$ cat config.mk
export PLATFORM = sky130hd
export DESIGN_NAME = video_register_and_scroll_address
export DESIGN_NICKNAME = d
export VERILOG_FILES = /design/src/rtl/core/vrsa_pkg.sv /design/src/rtl/core/vrsa_front.sv /design/src/rtl/core/vrsa_queue.sv /design/src/rtl/core/vrsa_back.sv /design/src/rtl/core/video_register_and_scroll_address.sv
export SDC_FILE = /design/constraint.sdc
export NUM_CORES = 2
export LEC_CHECK = 0
export BUFFER_PORTS_ARGS = -buffer_cell sky130_fd_sc_hd__buf_2
export CAP_MARGIN = 40
export CORE_MARGIN = 2
export CORE_UTILIZATION = 40
export CTS_CLUSTER_SIZE = 24
export DETAILED_ROUTE_END_ITERATION = 8
export HOLD_SLACK_MARGIN = 0.08
export PLACE_DENSITY = 0.56
export SYNTH_ARGS = -nofsm -noshare
export SYNTH_HDL_FRONTEND = slang
export SYNTH_HIERARCHICAL = 1
export SYNTH_SLANG_ARGS = --single-unit
$ cat constraint.sdc
create_clock -name clk -period 3.9 [get_ports clk]
set_clock_uncertainty 0.2 [all_clocks]
set_input_delay 0.195 -clock clk [delete_from_list [all_inputs] [get_ports clk]]
set_output_delay 0.195 -clock clk [all_outputs]
set_load 0.01 [all_outputs]
$ cat src/rtl/core/vrsa_pkg.sv
// Shared types and constants of the video register and scroll address block.
package vrsa_pkg;

	// Sprite memory size and scroll address width
	localparam int SPRITE_MEM_DEPTH = 256;
	localparam int SPRITE_AW        = $clog2(SPRITE_MEM_DEPTH);
	localparam int VADDR_W          = 15;

	// Queue between front and back
	localparam int QUEUE_DEPTH = 2;
	localparam int QUEUE_PW    = $clog2(QUEUE_DEPTH);
	localparam int QUEUE_CW    = $clog2(QUEUE_DEPTH + 1);

	// Scroll address constants
	localparam logic [4:0]  COARSE_MAX   = 5'h1F;
	localparam logic [4:0]  ROW_LAST     = 5'd29;
	localparam logic [4:0]  ROW_WRAP     = 5'd31;
	localparam logic [14:0] INC_ACROSS   = 15'd1;
	localparam logic [14:0] INC_DOWN     = 15'd32;
	localparam logic [14:0] FINE_Y_STEP  = 15'h1000;
	localparam logic [14:0] HORIZ_MASK   = 15'h041F;
	localparam logic [14:0] VERT_MASK    = 15'h7BE0;
	localparam logic [7:0]  OAM_BUSY_VAL = 8'hFF;

	// Request kinds
	typedef enum logic [2:0] {
		REQ_WRITE    = 3'd0,
		REQ_READ     = 3'd1,
		REQ_COARSE_X = 3'd2,
		REQ_Y_INC    = 3'd3,
		REQ_COPY_H   = 3'd4,
		REQ_COPY_V   = 3'd5,
		REQ_VBLANK   = 3'd6,
		REQ_PRECLEAR = 3'd7
	} req_t;

	// Register selects
	typedef enum logic [2:0] {
		REG_CTRL    = 3'd0,
		REG_MASK    = 3'd1,
		REG_STATUS  = 3'd2,
		REG_OAMADDR = 3'd3,
		REG_OAMDATA = 3'd4,
		REG_SCROLL  = 3'd5,
		REG_ADDR    = 3'd6,
		REG_DATA    = 3'd7
	} reg_t;

	// Classified operation carried from front to back
	typedef enum logic [4:0] {
		OP_WR_CTRL,
		OP_WR_MASK,
		OP_WR_STATUS,
		OP_WR_OAMADDR,
		OP_WR_OAMDATA,
		OP_WR_SCROLL,
		OP_WR_ADDR,
		OP_WR_DATA,
		OP_RD_STATUS,
		OP_RD_OAM,
		OP_RD_DATA,
		OP_RD_OPEN,
		OP_COARSE_X,
		OP_Y_INC,
		OP_COPY_H,
		OP_COPY_V,
		OP_VBLANK,
		OP_PRECLEAR
	} op_t;

	// How the returned byte and the open-bus latch are formed
	typedef enum logic [2:0] {
		RK_NONE,
		RK_WRITE,
		RK_STATUS,
		RK_OAM,
		RK_DATA,
		RK_OPEN
	} rd_kind_t;

	// Input word
	typedef struct packed {
		logic [2:0] req_type;
		logic [2:0] reg_sel;
		logic [7:0] wr_data;
		logic [7:0] vram_rdata;
		logic       oam_busy;
	} in_t;

	// Output word
	typedef struct packed {
		logic [7:0]  read_data;
		logic [14:0] vram_addr;
		logic        vram_read;
		logic        vram_write;
		logic [7:0]  vram_wdata;
		logic        nmi;
		logic [2:0]  fine_x;
		logic        bg_enable;
		logic        sprite_enable;
	} out_t;

	// Classified command: byte is the write data or the video read data
	typedef struct packed {
		op_t        op;
		logic [7:0] byte_val;
		logic       busy;
	} cmd_t;

endpackage

$ cat src/rtl/core/vrsa_front.sv
// Front stage: accepts input words and classifies them into commands.
module vrsa_front
	import vrsa_pkg::*;
(
	input  logic clk,
	input  logic arst_n,
	input  logic in_valid,
	output logic in_ready,
	input  in_t  in_data,
	output logic cmd_valid,
	input  logic cmd_ready,
	output cmd_t cmd
);

	logic front_valid_q;
	cmd_t cmd_q;
	cmd_t cmd_dec;
	logic accept;

	// Classify the request and pick the byte the back end needs
	always_comb begin
		cmd_dec.busy     = in_data.oam_busy;
		cmd_dec.byte_val = in_data.wr_data;
		cmd_dec.op       = OP_PRECLEAR;
		case (in_data.req_type)
			REQ_WRITE: begin
				case (in_data.reg_sel)
					REG_CTRL:    cmd_dec.op = OP_WR_CTRL;
					REG_MASK:    cmd_dec.op = OP_WR_MASK;
					REG_STATUS:  cmd_dec.op = OP_WR_STATUS;
					REG_OAMADDR: cmd_dec.op = OP_WR_OAMADDR;
					REG_OAMDATA: cmd_dec.op = OP_WR_OAMDATA;
					REG_SCROLL:  cmd_dec.op = OP_WR_SCROLL;
					REG_ADDR:    cmd_dec.op = OP_WR_ADDR;
					default:     cmd_dec.op = OP_WR_DATA;
				endcase
			end
			REQ_READ: begin
				case (in_data.reg_sel)
					REG_STATUS:  cmd_dec.op = OP_RD_STATUS;
					REG_OAMDATA: cmd_dec.op = OP_RD_OAM;
					REG_DATA: begin
						cmd_dec.op       = OP_RD_DATA;
						cmd_dec.byte_val = in_data.vram_rdata;
					end
					default:     cmd_dec.op = OP_RD_OPEN;
				endcase
			end
			REQ_COARSE_X: cmd_dec.op = OP_COARSE_X;
			REQ_Y_INC:    cmd_dec.op = OP_Y_INC;
			REQ_COPY_H:   cmd_dec.op = OP_COPY_H;
			REQ_COPY_V:   cmd_dec.op = OP_COPY_V;
			REQ_VBLANK:   cmd_dec.op = OP_VBLANK;
			default:      cmd_dec.op = OP_PRECLEAR;
		endcase
	end

	// Take a new word whenever the stage is empty or the held command moves on
	assign in_ready  = !front_valid_q || cmd_ready;
	assign accept    = in_valid && in_ready;
	assign cmd_valid = front_valid_q;
	assign cmd       = cmd_q;

	// Hold the valid flag
	always_ff @(posedge clk or negedge arst_n) begin
		if (!arst_n) begin
			front_valid_q <= 1'b0;
		end else if (accept) begin
			front_valid_q <= 1'b1;
		end else if (cmd_ready) begin
			front_valid_q <= 1'b0;
		end
	end

	// Load the classified command
	always_ff @(posedge clk) begin
		if (accept) begin
			cmd_q <= cmd_dec;
		end
	end

endmodule

$ cat src/rtl/core/vrsa_queue.sv
// Short command queue between the front and back stages.
module vrsa_queue
	import vrsa_pkg::*;
(
	input  logic clk,
	input  logic arst_n,
	input  logic push_valid,
	output logic push_ready,
	input  cmd_t push_cmd,
	output logic pop_valid,
	input  logic pop_ready,
	output cmd_t pop_cmd
);

	cmd_t                entry_q [QUEUE_DEPTH];
	logic [QUEUE_PW-1:0] wr_ptr_q;
	logic [QUEUE_PW-1:0] rd_ptr_q;
	logic [QUEUE_CW-1:0] count_q;
	logic                push;
	logic                pop;

	assign push_ready = (count_q != QUEUE_CW'(QUEUE_DEPTH));
	assign pop_valid  = (count_q != '0);
	assign pop_cmd    = entry_q[rd_ptr_q];
	assign push       = push_valid && push_ready;
	assign pop        = pop_valid && pop_ready;

	// Advance pointers and count
	always_ff @(posedge clk or negedge arst_n) begin
		if (!arst_n) begin
			wr_ptr_q <= '0;
			rd_ptr_q <= '0;
			count_q  <= '0;
		end else begin
			if (push) begin
				wr_ptr_q <= (wr_ptr_q == QUEUE_PW'(QUEUE_DEPTH - 1)) ? '0 : wr_ptr_q + 1'b1;
			end
			if (pop) begin
				rd_ptr_q <= (rd_ptr_q == QUEUE_PW'(QUEUE_DEPTH - 1)) ? '0 : rd_ptr_q + 1'b1;
			end
			if (push && !pop) begin
				count_q <= count_q + 1'b1;
			end else if (pop && !push) begin
				count_q <= count_q - 1'b1;
			end
		end
	end

	// Store pushed commands
	always_ff @(posedge clk) begin
		if (push) begin
			entry_q[wr_ptr_q] <= push_cmd;
		end
	end

endmodule

$ cat src/rtl/core/vrsa_back.sv
// Back end: register file, scroll address updates, sprite memory and output stage.
module vrsa_back
	import vrsa_pkg::*;
(
	input  logic clk,
	input  logic arst_n,
	input  logic cmd_valid,
	output logic cmd_ready,
	input  cmd_t cmd,
	output logic out_valid,
	input  logic out_ready,
	output out_t out_data
);

	// Architectural registers
	logic [7:0]         ctrl_q;
	logic [7:0]         mask_q;
	logic [2:0]         flags_q;
	logic [7:0]         open_bus_q;
	logic [14:0]        vaddr_q;
	logic [14:0]        taddr_q;
	logic [2:0]         fine_q;
	logic               toggle_q;
	logic [SPRITE_AW-1:0] spr_addr_q;

	// Sprite memory and its registered read data
	logic [7:0]         sprite_mem [SPRITE_MEM_DEPTH];
	logic [7:0]         mem_rdata_q;

	// Next values
	logic [7:0]         ctrl_d;
	logic [7:0]         mask_d;
	logic [2:0]         flags_d;
	logic [14:0]        vaddr_d;
	logic [14:0]        taddr_d;
	logic [2:0]         fine_d;
	logic               toggle_d;
	logic [SPRITE_AW-1:0] spr_addr_d;
	logic               vr_d;
	logic               vw_d;
	logic               nmi_d;
	rd_kind_t           kind_d;

	// Output stage
	logic               valid_s2;
	rd_kind_t           kind_s2;
	logic [7:0]         byte_s2;
	logic               busy_s2;
	logic [2:0]         flags_s2;
	logic [14:0]        addr_s2;
	logic               vr_s2;
	logic               vw_s2;
	logic               nmi_s2;
	logic [2:0]         fine_s2;
	logic               bg_s2;
	logic               spr_s2;

	logic               issue;
	logic               deliver;
	logic               bg;
	logic [14:0]        data_inc;
	logic [7:0]         rd_byte;

	// Y increment with the row 29 and row 31 wraps
	function automatic logic [14:0] y_step(input logic [14:0] v);
		logic [4:0] cy;
		logic       nt_y;
		begin
			cy   = v[9:5];
			nt_y = v[11];
			if (v[14:12] != 3'd7) begin
				y_step = v + FINE_Y_STEP;
			end else begin
				if (cy == ROW_LAST) begin
					cy   = '0;
					nt_y = ~nt_y;
				end else if (cy == ROW_WRAP) begin
					cy = '0;
				end else begin
					cy = cy + 5'd1;
				end
				y_step = {3'b000, nt_y, v[10], cy, v[4:0]};
			end
		end
	endfunction

	assign deliver   = valid_s2 && out_ready;
	assign cmd_ready = !valid_s2 || out_ready;
	assign issue     = cmd_valid && cmd_ready;
	assign bg        = mask_q[3];
	assign data_inc  = ctrl_q[2] ? INC_DOWN : INC_ACROSS;

	// Execute the head command against the register state
	always_comb begin
		ctrl_d     = ctrl_q;
		mask_d     = mask_q;
		flags_d    = flags_q;
		vaddr_d    = vaddr_q;
		taddr_d    = taddr_q;
		fine_d     = fine_q;
		toggle_d   = toggle_q;
		spr_addr_d = spr_addr_q;
		vr_d       = 1'b0;
		vw_d       = 1'b0;
		nmi_d      = 1'b0;
		kind_d     = RK_NONE;
		case (cmd.op)
			OP_WR_CTRL: begin
				kind_d         = RK_WRITE;
				ctrl_d         = cmd.byte_val;
				taddr_d[11:10] = cmd.byte_val[1:0];
			end
			OP_WR_MASK: begin
				kind_d = RK_WRITE;
				mask_d = cmd.byte_val;
			end
			OP_WR_STATUS: kind_d = RK_WRITE;
			OP_WR_OAMADDR: begin
				kind_d     = RK_WRITE;
				spr_addr_d = cmd.byte_val[SPRITE_AW-1:0];
			end
			OP_WR_OAMDATA: begin
				kind_d     = RK_WRITE;
				spr_addr_d = spr_addr_q + 1'b1;
			end
			OP_WR_SCROLL: begin
				kind_d = RK_WRITE;
				if (!toggle_q) begin
					taddr_d[4:0] = cmd.byte_val[7:3];
					fine_d       = cmd.byte_val[2:0];
					toggle_d     = 1'b1;
				end else begin
					taddr_d[9:5]   = cmd.byte_val[7:3];
					taddr_d[14:12] = cmd.byte_val[2:0];
					toggle_d       = 1'b0;
				end
			end
			OP_WR_ADDR: begin
				kind_d = RK_WRITE;
				if (!toggle_q) begin
					taddr_d[14]   = 1'b0;
					taddr_d[13:8] = cmd.byte_val[5:0];
					toggle_d      = 1'b1;
				end else begin
					taddr_d[7:0] = cmd.byte_val;
					vaddr_d      = {taddr_q[14:8], cmd.byte_val};
					toggle_d     = 1'b0;
				end
			end
			OP_WR_DATA: begin
				kind_d  = RK_WRITE;
				vw_d    = 1'b1;
				vaddr_d = vaddr_q + data_inc;
			end
			OP_RD_STATUS: begin
				kind_d     = RK_STATUS;
				flags_d[2] = 1'b0;
				toggle_d   = 1'b0;
			end
			OP_RD_OAM:  kind_d = RK_OAM;
			OP_RD_DATA: begin
				kind_d  = RK_DATA;
				vr_d    = 1'b1;
				vaddr_d = vaddr_q + data_inc;
			end
			OP_RD_OPEN: kind_d = RK_OPEN;
			OP_COARSE_X: begin
				if (bg) begin
					if (vaddr_q[4:0] == COARSE_MAX) begin
						vaddr_d = {vaddr_q[14:11], ~vaddr_q[10], vaddr_q[9:5], 5'b00000};
					end else begin
						vaddr_d = vaddr_q + INC_ACROSS;
					end
				end
			end
			OP_Y_INC: begin
				if (bg) begin
					vaddr_d = y_step(vaddr_q);
				end
			end
			OP_COPY_H: begin
				if (bg) begin
					vaddr_d = (vaddr_q & VERT_MASK) | (taddr_q & HORIZ_MASK);
				end
			end
			OP_COPY_V: begin
				if (bg) begin
					vaddr_d = (vaddr_q & HORIZ_MASK) | (taddr_q & VERT_MASK);
				end
			end
			OP_VBLANK: begin
				flags_d[2] = 1'b1;
				nmi_d      = ctrl_q[7];
			end
			default: flags_d = '0;
		endcase
	end

	// Commit register state on issue
	always_ff @(posedge clk or negedge arst_n) begin
		if (!arst_n) begin
			ctrl_q     <= '0;
			mask_q     <= '0;
			flags_q    <= '0;
			vaddr_q    <= '0;
			taddr_q    <= '0;
			fine_q     <= '0;
			toggle_q   <= 1'b0;
			spr_addr_q <= '0;
		end else if (issue) begin
			ctrl_q     <= ctrl_d;
			mask_q     <= mask_d;
			flags_q    <= flags_d;
			vaddr_q    <= vaddr_d;
			taddr_q    <= taddr_d;
			fine_q     <= fine_d;
			toggle_q   <= toggle_d;
			spr_addr_q <= spr_addr_d;
		end
	end

	// Write and read the sprite memory; hold read data while the output stalls
	always_ff @(posedge clk) begin
		if (issue && cmd.op == OP_WR_OAMDATA) begin
			sprite_mem[spr_addr_q] <= cmd.byte_val;
		end
		if (issue) begin
			mem_rdata_q <= sprite_mem[spr_addr_q];
		end
	end

	// Output stage valid
	always_ff @(posedge clk or negedge arst_n) begin
		if (!arst_n) begin
			valid_s2 <= 1'b0;
		end else if (cmd_ready) begin
			valid_s2 <= cmd_valid;
		end
	end

	// Output stage payload
	always_ff @(posedge clk) begin
		if (issue) begin
			kind_s2  <= kind_d;
			byte_s2  <= cmd.byte_val;
			busy_s2  <= cmd.busy;
			flags_s2 <= flags_q;
			addr_s2  <= vaddr_q;
			vr_s2    <= vr_d;
			vw_s2    <= vw_d;
			nmi_s2   <= nmi_d;
			fine_s2  <= fine_d;
			bg_s2    <= mask_d[3];
			spr_s2   <= mask_d[4];
		end
	end

	// Form the returned byte from the status flags, sprite data, video read byte or open-bus latch
	always_comb begin
		case (kind_s2)
			RK_STATUS: rd_byte = {flags_s2, open_bus_q[4:0]};
			RK_OAM:    rd_byte = busy_s2 ? OAM_BUSY_VAL : mem_rdata_q;
			RK_DATA:   rd_byte = byte_s2;
			RK_OPEN:   rd_byte = open_bus_q;
			default:   rd_byte = '0;
		endcase
	end

	// Update the open-bus latch as each register access leaves; render events leave it unchanged
	always_ff @(posedge clk or negedge arst_n) begin
		if (!arst_n) begin
			open_bus_q <= '0;
		end else if (deliver) begin
			case (kind_s2)
				RK_NONE:  open_bus_q <= open_bus_q;
				RK_WRITE: open_bus_q <= byte_s2;
				default:  open_bus_q <= rd_byte;
			endcase
		end
	end

	assign out_valid              = valid_s2;
	assign out_data.read_data     = rd_byte;
	assign out_data.vram_addr     = addr_s2;
	assign out_data.vram_read     = vr_s2;
	assign out_data.vram_write    = vw_s2;
	assign out_data.vram_wdata    = vw_s2 ? byte_s2 : 8'h00;
	assign out_data.nmi           = nmi_s2;
	assign out_data.fine_x        = fine_s2;
	assign out_data.bg_enable     = bg_s2;
	assign out_data.sprite_enable = spr_s2;

`ifndef NO_ASSERTIONS
	// Never overwrite a stalled output word
	assert property (@(posedge clk) disable iff (!arst_n)
		(valid_s2 && !out_ready) |=> $stable(addr_s2) && valid_s2)
		else $error("stalled output word changed");

	// NMI follows control bit 7 on vblank start
	assert property (@(posedge clk) disable iff (!arst_n)
		(issue && cmd.op == OP_VBLANK) |=> (nmi_s2 == $past(ctrl_q[7])) && flags_q[2])
		else $error("vblank nmi mismatch");

	// Status read clears vblank and the write toggle
	assert property (@(posedge clk) disable iff (!arst_n)
		(issue && cmd.op == OP_RD_STATUS) |=> !toggle_q && !flags_q[2])
		else $error("status read did not clear state");

	// Video memory read and write strobes are never both set
	assert property (@(posedge clk) disable iff (!arst_n)
		valid_s2 |-> !(vr_s2 && vw_s2))
		else $error("read and write strobe together");
`endif

endmodule

$ cat src/rtl/core/video_register_and_scroll_address.sv
// Top level of the video register file and scroll address block.
// Usage:
//   Input channel in_valid/in_ready/in_data carries one CPU access or one
//   render event per word (in_t). Output channel out_valid/out_ready/out_data
//   returns exactly one result word (out_t) per input word, in order.
//   A front stage classifies each word and passes it through a two-entry
//   queue to the back end, which updates the registers, accesses the sprite
//   memory and fills the output register.
//   Path: front register, queue entry, output register. Throughput: one
//   word per cycle while the receiver is ready, set by the back end, which
//   commits one command per cycle and reads the sprite memory once per cycle.
//   When the receiver stalls, the output word holds, the back end stops
//   issuing, the queue fills and then in_ready drops; words are never lost.
//   Reset clears the state registers, the open-bus latch and the queue. Sprite
//   memory is not cleared: read an entry only after writing it.
module video_register_and_scroll_address
	import vrsa_pkg::*;
(
	input  logic clk,
	input  logic arst_n,
	input  logic in_valid,
	output logic in_ready,
	input  in_t  in_data,
	output logic out_valid,
	input  logic out_ready,
	output out_t out_data
);

	logic front_valid;
	logic front_ready;
	cmd_t front_cmd;
	logic head_valid;
	logic head_ready;
	cmd_t head_cmd;

	// Accept and classify
	vrsa_front u_front (
		.clk       (clk),
		.arst_n    (arst_n),
		.in_valid  (in_valid),
		.in_ready  (in_ready),
		.in_data   (in_data),
		.cmd_valid (front_valid),
		.cmd_ready (front_ready),
		.cmd       (front_cmd)
	);

	// Decouple front and back
	vrsa_queue u_queue (
		.clk        (clk),
		.arst_n     (arst_n),
		.push_valid (front_valid),
		.push_ready (front_ready),
		.push_cmd   (front_cmd),
		.pop_valid  (head_valid),
		.pop_ready  (head_ready),
		.pop_cmd    (head_cmd)
	);

	// Execute and return results
	vrsa_back u_back (
		.clk       (clk),
		.arst_n    (arst_n),
		.cmd_valid (head_valid),
		.cmd_ready (head_ready),
		.cmd       (head_cmd),
		.out_valid (out_valid),
		.out_ready (out_ready),
		.out_data  (out_data)
	);

endmodule

==> run metrics <==
starting density of the core 0.401; global route overflow 0; portion of the clock cycle consumed by the worst path in the final layout 0.986; final worst path period need 3.85 ns; most repeated library cell on the critical path sky130_fd_sc_hd__buf_12; power per cell area ~750 nW/um^2; mean instance size in the synthesized netlist 20.3 um^2; Slew headroom 0.359; Clock Sinks 2195; critical path capture point u_back/mem_rdata_q[3]$_DFFE_PP_; arrival time of the worst setup path about 4.3 ns; unrepaired setup endpoints after global routing no; most frequent cells in the layout sky130_fd_sc_hd__edfxtp_1 (2134), sky130_fd_sc_hd__buf_4 (545), sky130_fd_sc_hd__mux4_2 (535); R2R depth 10; share of layout cells above drive strength 1 0.313; Area growth syn-to-layout 18.4%; number of top-level design ports 68; Fmax 260 MHz; instance area after placement 94900 um^2; number of iterations in the first detailed-routing pass 5; number of nets with antenna violations after routing 0; Cell Area, Synth 86900 um^2; sort of element at the start of the critical path flip-flop; CTS H-tree lvls 4; share of async-settable or async-resettable flops after synthesis 0.0278; worst setup path startpoint u_back/spr_addr_q[1]$_DFFE_PN0P_; number of nets produced by synthesis 4323; fraction of the yosys area taken by sequential cells 0.755; total routed wirelength 240000 um; Worst Hold Margin 0.243 ns; die width 470 um; most frequently used flop master after synthesis sky130_fd_sc_hd__edfxtp_1; clock buffer count from CTS ~230; number of cells on the critical path 10; num rows about 170; initial antenna violation count 5; stage delay of the slowest cell on the critical path approximately 0.57 ns; fin nets 5019; routability-driven placement congestion ratio ~0.84; final-report hold violation count 0; die height 470 um; worst setup path class reg -> reg; max capacitance violation total 0; library cell used as clock root buffer sky130_fd_sc_hd__clkbuf_16; cells after synthesis 4281; clock latency on the worst-skew pair 0.87 ns; critical-path cell with the highest stage delay sky130_fd_sc_hd__dfrtp_4; design area 103000 um^2; post-CTS clock slew at the launch and capture registers of the worst setup and hold paths around 0.06 ns; vias per cell 5.75; DRT iter0 DRCs 5182; kind of cell with the highest combined delay on the critical path buffers and inverters; Static Leakage 0.0337 uW; startpoint of the worst-slack reg-to-reg timing path u_back/spr_addr_q[1]$_DFFE_PN0P_; required time worst endpoint 4.31 ns; flip-flop and latch count after synthesis ~2.2k; setup TNS 0 ns; count of vias placed by the detailed router 46.1k; Fillers roughly 18k; Buffers & Inverters on Critical Path 4; Crit Reg-Reg Endpoint u_back/mem_rdata_q[3]$_DFFE_PP_; result of the run finished clean; slew of the pin with the lowest slew margin 0.962 ns; maximum vdd ir drop 0.000597 V; most common library cell in the layout ignoring fill and taps sky130_fd_sc_hd__edfxtp_1; Final Core Density 0.475; GRT Total Usage 0.216; CORE AREA around 220000 um^2; clock tree buffer depth 3; global-route wire length before repair between 300000 and 400000 um; FF-to-FF setup slack between 0.05 and 0.06 ns; Detail Placement HPWL 153000 um; number of port buffers 67; Final Max Tran Viols 0; worst-path maximum fanout 41; largest net degree at the start of global routing 137; CTS tree built; Worst Hold Class reg -> reg; final number of setup-violating endpoints 0; floorplan die area about 220000 um^2; number of flops mapped to enable cells by yosys around 2.1k; number of global-route vias before repair 46.3k; count of yosys warnings during synthesis 6; Worst Setup End Kind flip-flop; DRC 0; wire per inst about 30 um; count of different cell masters after synthesis 84; critical path cell sequence buf_12, buf_12, buf_12, mux4_2, mux2i_1, o22ai_1, nor4_1, buf_4, nand4_1, a211o_1
## state kept, by name (all words and copies together), names as in the netlist, 2 cells and up
signal              cells
u_back/mem_rdata_q      8
u_back/fine_s2          3
u_queue/count_q         2
u_front/cmd            14
u_back/sprite_mem    2048
u_back/vaddr_q         15
u_queue/entry_q        28
u_back/kind_s2          3
u_back/open_bus_q       8
u_back/addr_s2         15
u_back/spr_addr_q       8
u_back/taddr_q         15
u_back/mask_q           2
u_back/fine_q           3
u_back/byte_s2          8
u_back/ctrl_q           2
## cells in the mapped netlist (6+ instances only)
library cell / number / area, um^2
sky130_fd_sc_hd__inv_1: 13 / 48.8
sky130_fd_sc_hd__nor2b_1: 26 / 163
sky130_fd_sc_hd__edfxtp_1: 2134 / 64100
sky130_fd_sc_hd__a41oi_1: 6 / 52.6
sky130_fd_sc_hd__mux2_2: 26 / 293
sky130_fd_sc_hd__nor3_1: 34 / 170
sky130_fd_sc_hd__a221oi_1: 17 / 149
sky130_fd_sc_hd__o2111ai_1: 7 / 61.3
sky130_fd_sc_hd__a211o_1: 7 / 61.3
sky130_fd_sc_hd__nor4_1: 15 / 93.8
sky130_fd_sc_hd__nand2b_1: 17 / 106
sky130_fd_sc_hd__a22o_1: 14 / 123
sky130_fd_sc_hd__and2_1: 19 / 119
sky130_fd_sc_hd__nand4_1: 16 / 100
sky130_fd_sc_hd__buf_1: 20 / 75.1
sky130_fd_sc_hd__buf_4: 34 / 255
sky130_fd_sc_hd__a211oi_1: 11 / 82.6
sky130_fd_sc_hd__ha_1: 15 / 188
sky130_fd_sc_hd__a31oi_1: 24 / 150
sky130_fd_sc_hd__o21ai_0: 46 / 230
sky130_fd_sc_hd__buf_2: 80 / 400
sky130_fd_sc_hd__and3_1: 9 / 56.3
sky130_fd_sc_hd__a221o_1: 6 / 60.1
sky130_fd_sc_hd__a21o_1: 7 / 52.6
sky130_fd_sc_hd__nor2_1: 311 / 1170
sky130_fd_sc_hd__o221ai_1: 6 / 52.6
sky130_fd_sc_hd__nand3_1: 69 / 345
sky130_fd_sc_hd__nand3b_1: 6 / 45.0
sky130_fd_sc_hd__a32oi_1: 12 / 105
sky130_fd_sc_hd__o211ai_1: 13 / 97.6
sky130_fd_sc_hd__or3_1: 6 / 37.5
sky130_fd_sc_hd__dfrtp_1: 61 / 1530
sky130_fd_sc_hd__clkbuf_1: 101 / 379
sky130_fd_sc_hd__mux4_2: 535 / 12000
sky130_fd_sc_hd__a21oi_1: 58 / 290
sky130_fd_sc_hd__buf_6: 22 / 248
sky130_fd_sc_hd__a22oi_1: 50 / 375
sky130_fd_sc_hd__nand2_1: 180 / 676
sky130_fd_sc_hd__o22ai_1: 24 / 150
sky130_fd_sc_hd__mux2i_1: 129 / 1290
sky130_fd_sc_hd__mux2_4: 9 / 135
## what timing repair did
| item | 4_1_cts | 5_1_grt |
|---|---|---|
| buffers inserted | 0 | 3 |
| endpoints found under the hold margin | 102 | 0 |
| resized for setup | 3 | 1 |
| hold buffers | 57 | 0 |
| setup endpoints to repair | 3 | 3 |
## final cells by class
class,count,area (um^2),area share
flip-flops and latches,2195,65600,0.638
diodes,4,10.0,0.0000973
inverters,16,60.1,0.000584
multi-input cells,1812,20100,0.195
repair buffers,727,6170,0.0600
clock inverters,138,1500,0.0146
clock buffers,270,5840,0.0568
well taps,2854,3570,0.0347
## cells by family after synthesis
| family | Yosys count | synth area share |
|---|---|---|
| flip-flops | 2195 | 0.755 |
| buffers and inverters | 274 | 0.0165 |
| XOR/XNOR | 10 | 0.00101 |
| AO/OA/AOI/OAI | 353 | 0.0285 |
| AND/OR/NAND/NOR | 735 | 0.0381 |
| adder cells (fa/ha/maj) | 15 | 0.00216 |
| multiplexers | 699 | 0.158 |
## worst min path at each step
| stage | from | cells past startpoint | endpoint | slack, ns |
|---|---|---|---|---|
| floorplan | arst_n | 0 | u_back/ctrl_q[2]$_DFFE_PN0P_ | -0.30 |
| global placement | arst_n | 1 | u_back/vaddr_q[7]$_DFFE_PN0P_ | 0.04 |
| detailed placement | arst_n | 1 | u_back/vaddr_q[7]$_DFFE_PN0P_ | 0.05 |
| CTS | arst_n | 4 | u_back/vaddr_q[7]$_DFFE_PN0P_ | 0.23 |
| global route | arst_n | 4 | u_back/vaddr_q[7]$_DFFE_PN0P_ | 0.26 |
| finish | u_front/cmd[4]$_DFFE_PP_ | 0 | u_queue/entry_q[1][4]$_DFFE_PP_ | 0.24 |
## power by group
part,internal (uW),switching [uW]
clock network,12300,9090
logic,9540,15200
registers,30000,864
total,51800,25200
## metrics by stage
stage          cells  setup slack, ns  power, uW
2_1_floorplan   4281            0.579      45500
3_3_place_gp    7537          -0.0541      55700
3_5_place_dp    7544          -0.0705      56100
4_1_cts         8009           0.0468      77500
5_1_grt         8012           0.0113      79700
6_report        8016           0.0538      77000
## routing by layer
layer,track usage,vias to the layer above,wire length [um]
li1,-,19107,-
met4,0.0553,2,5730
met2,0.343,1779,115000
met3,0.0391,306,16800
met5,0,-,13
met1,0.309,24923,102000
No activity file was read; power rests on OpenSTA's default activity.
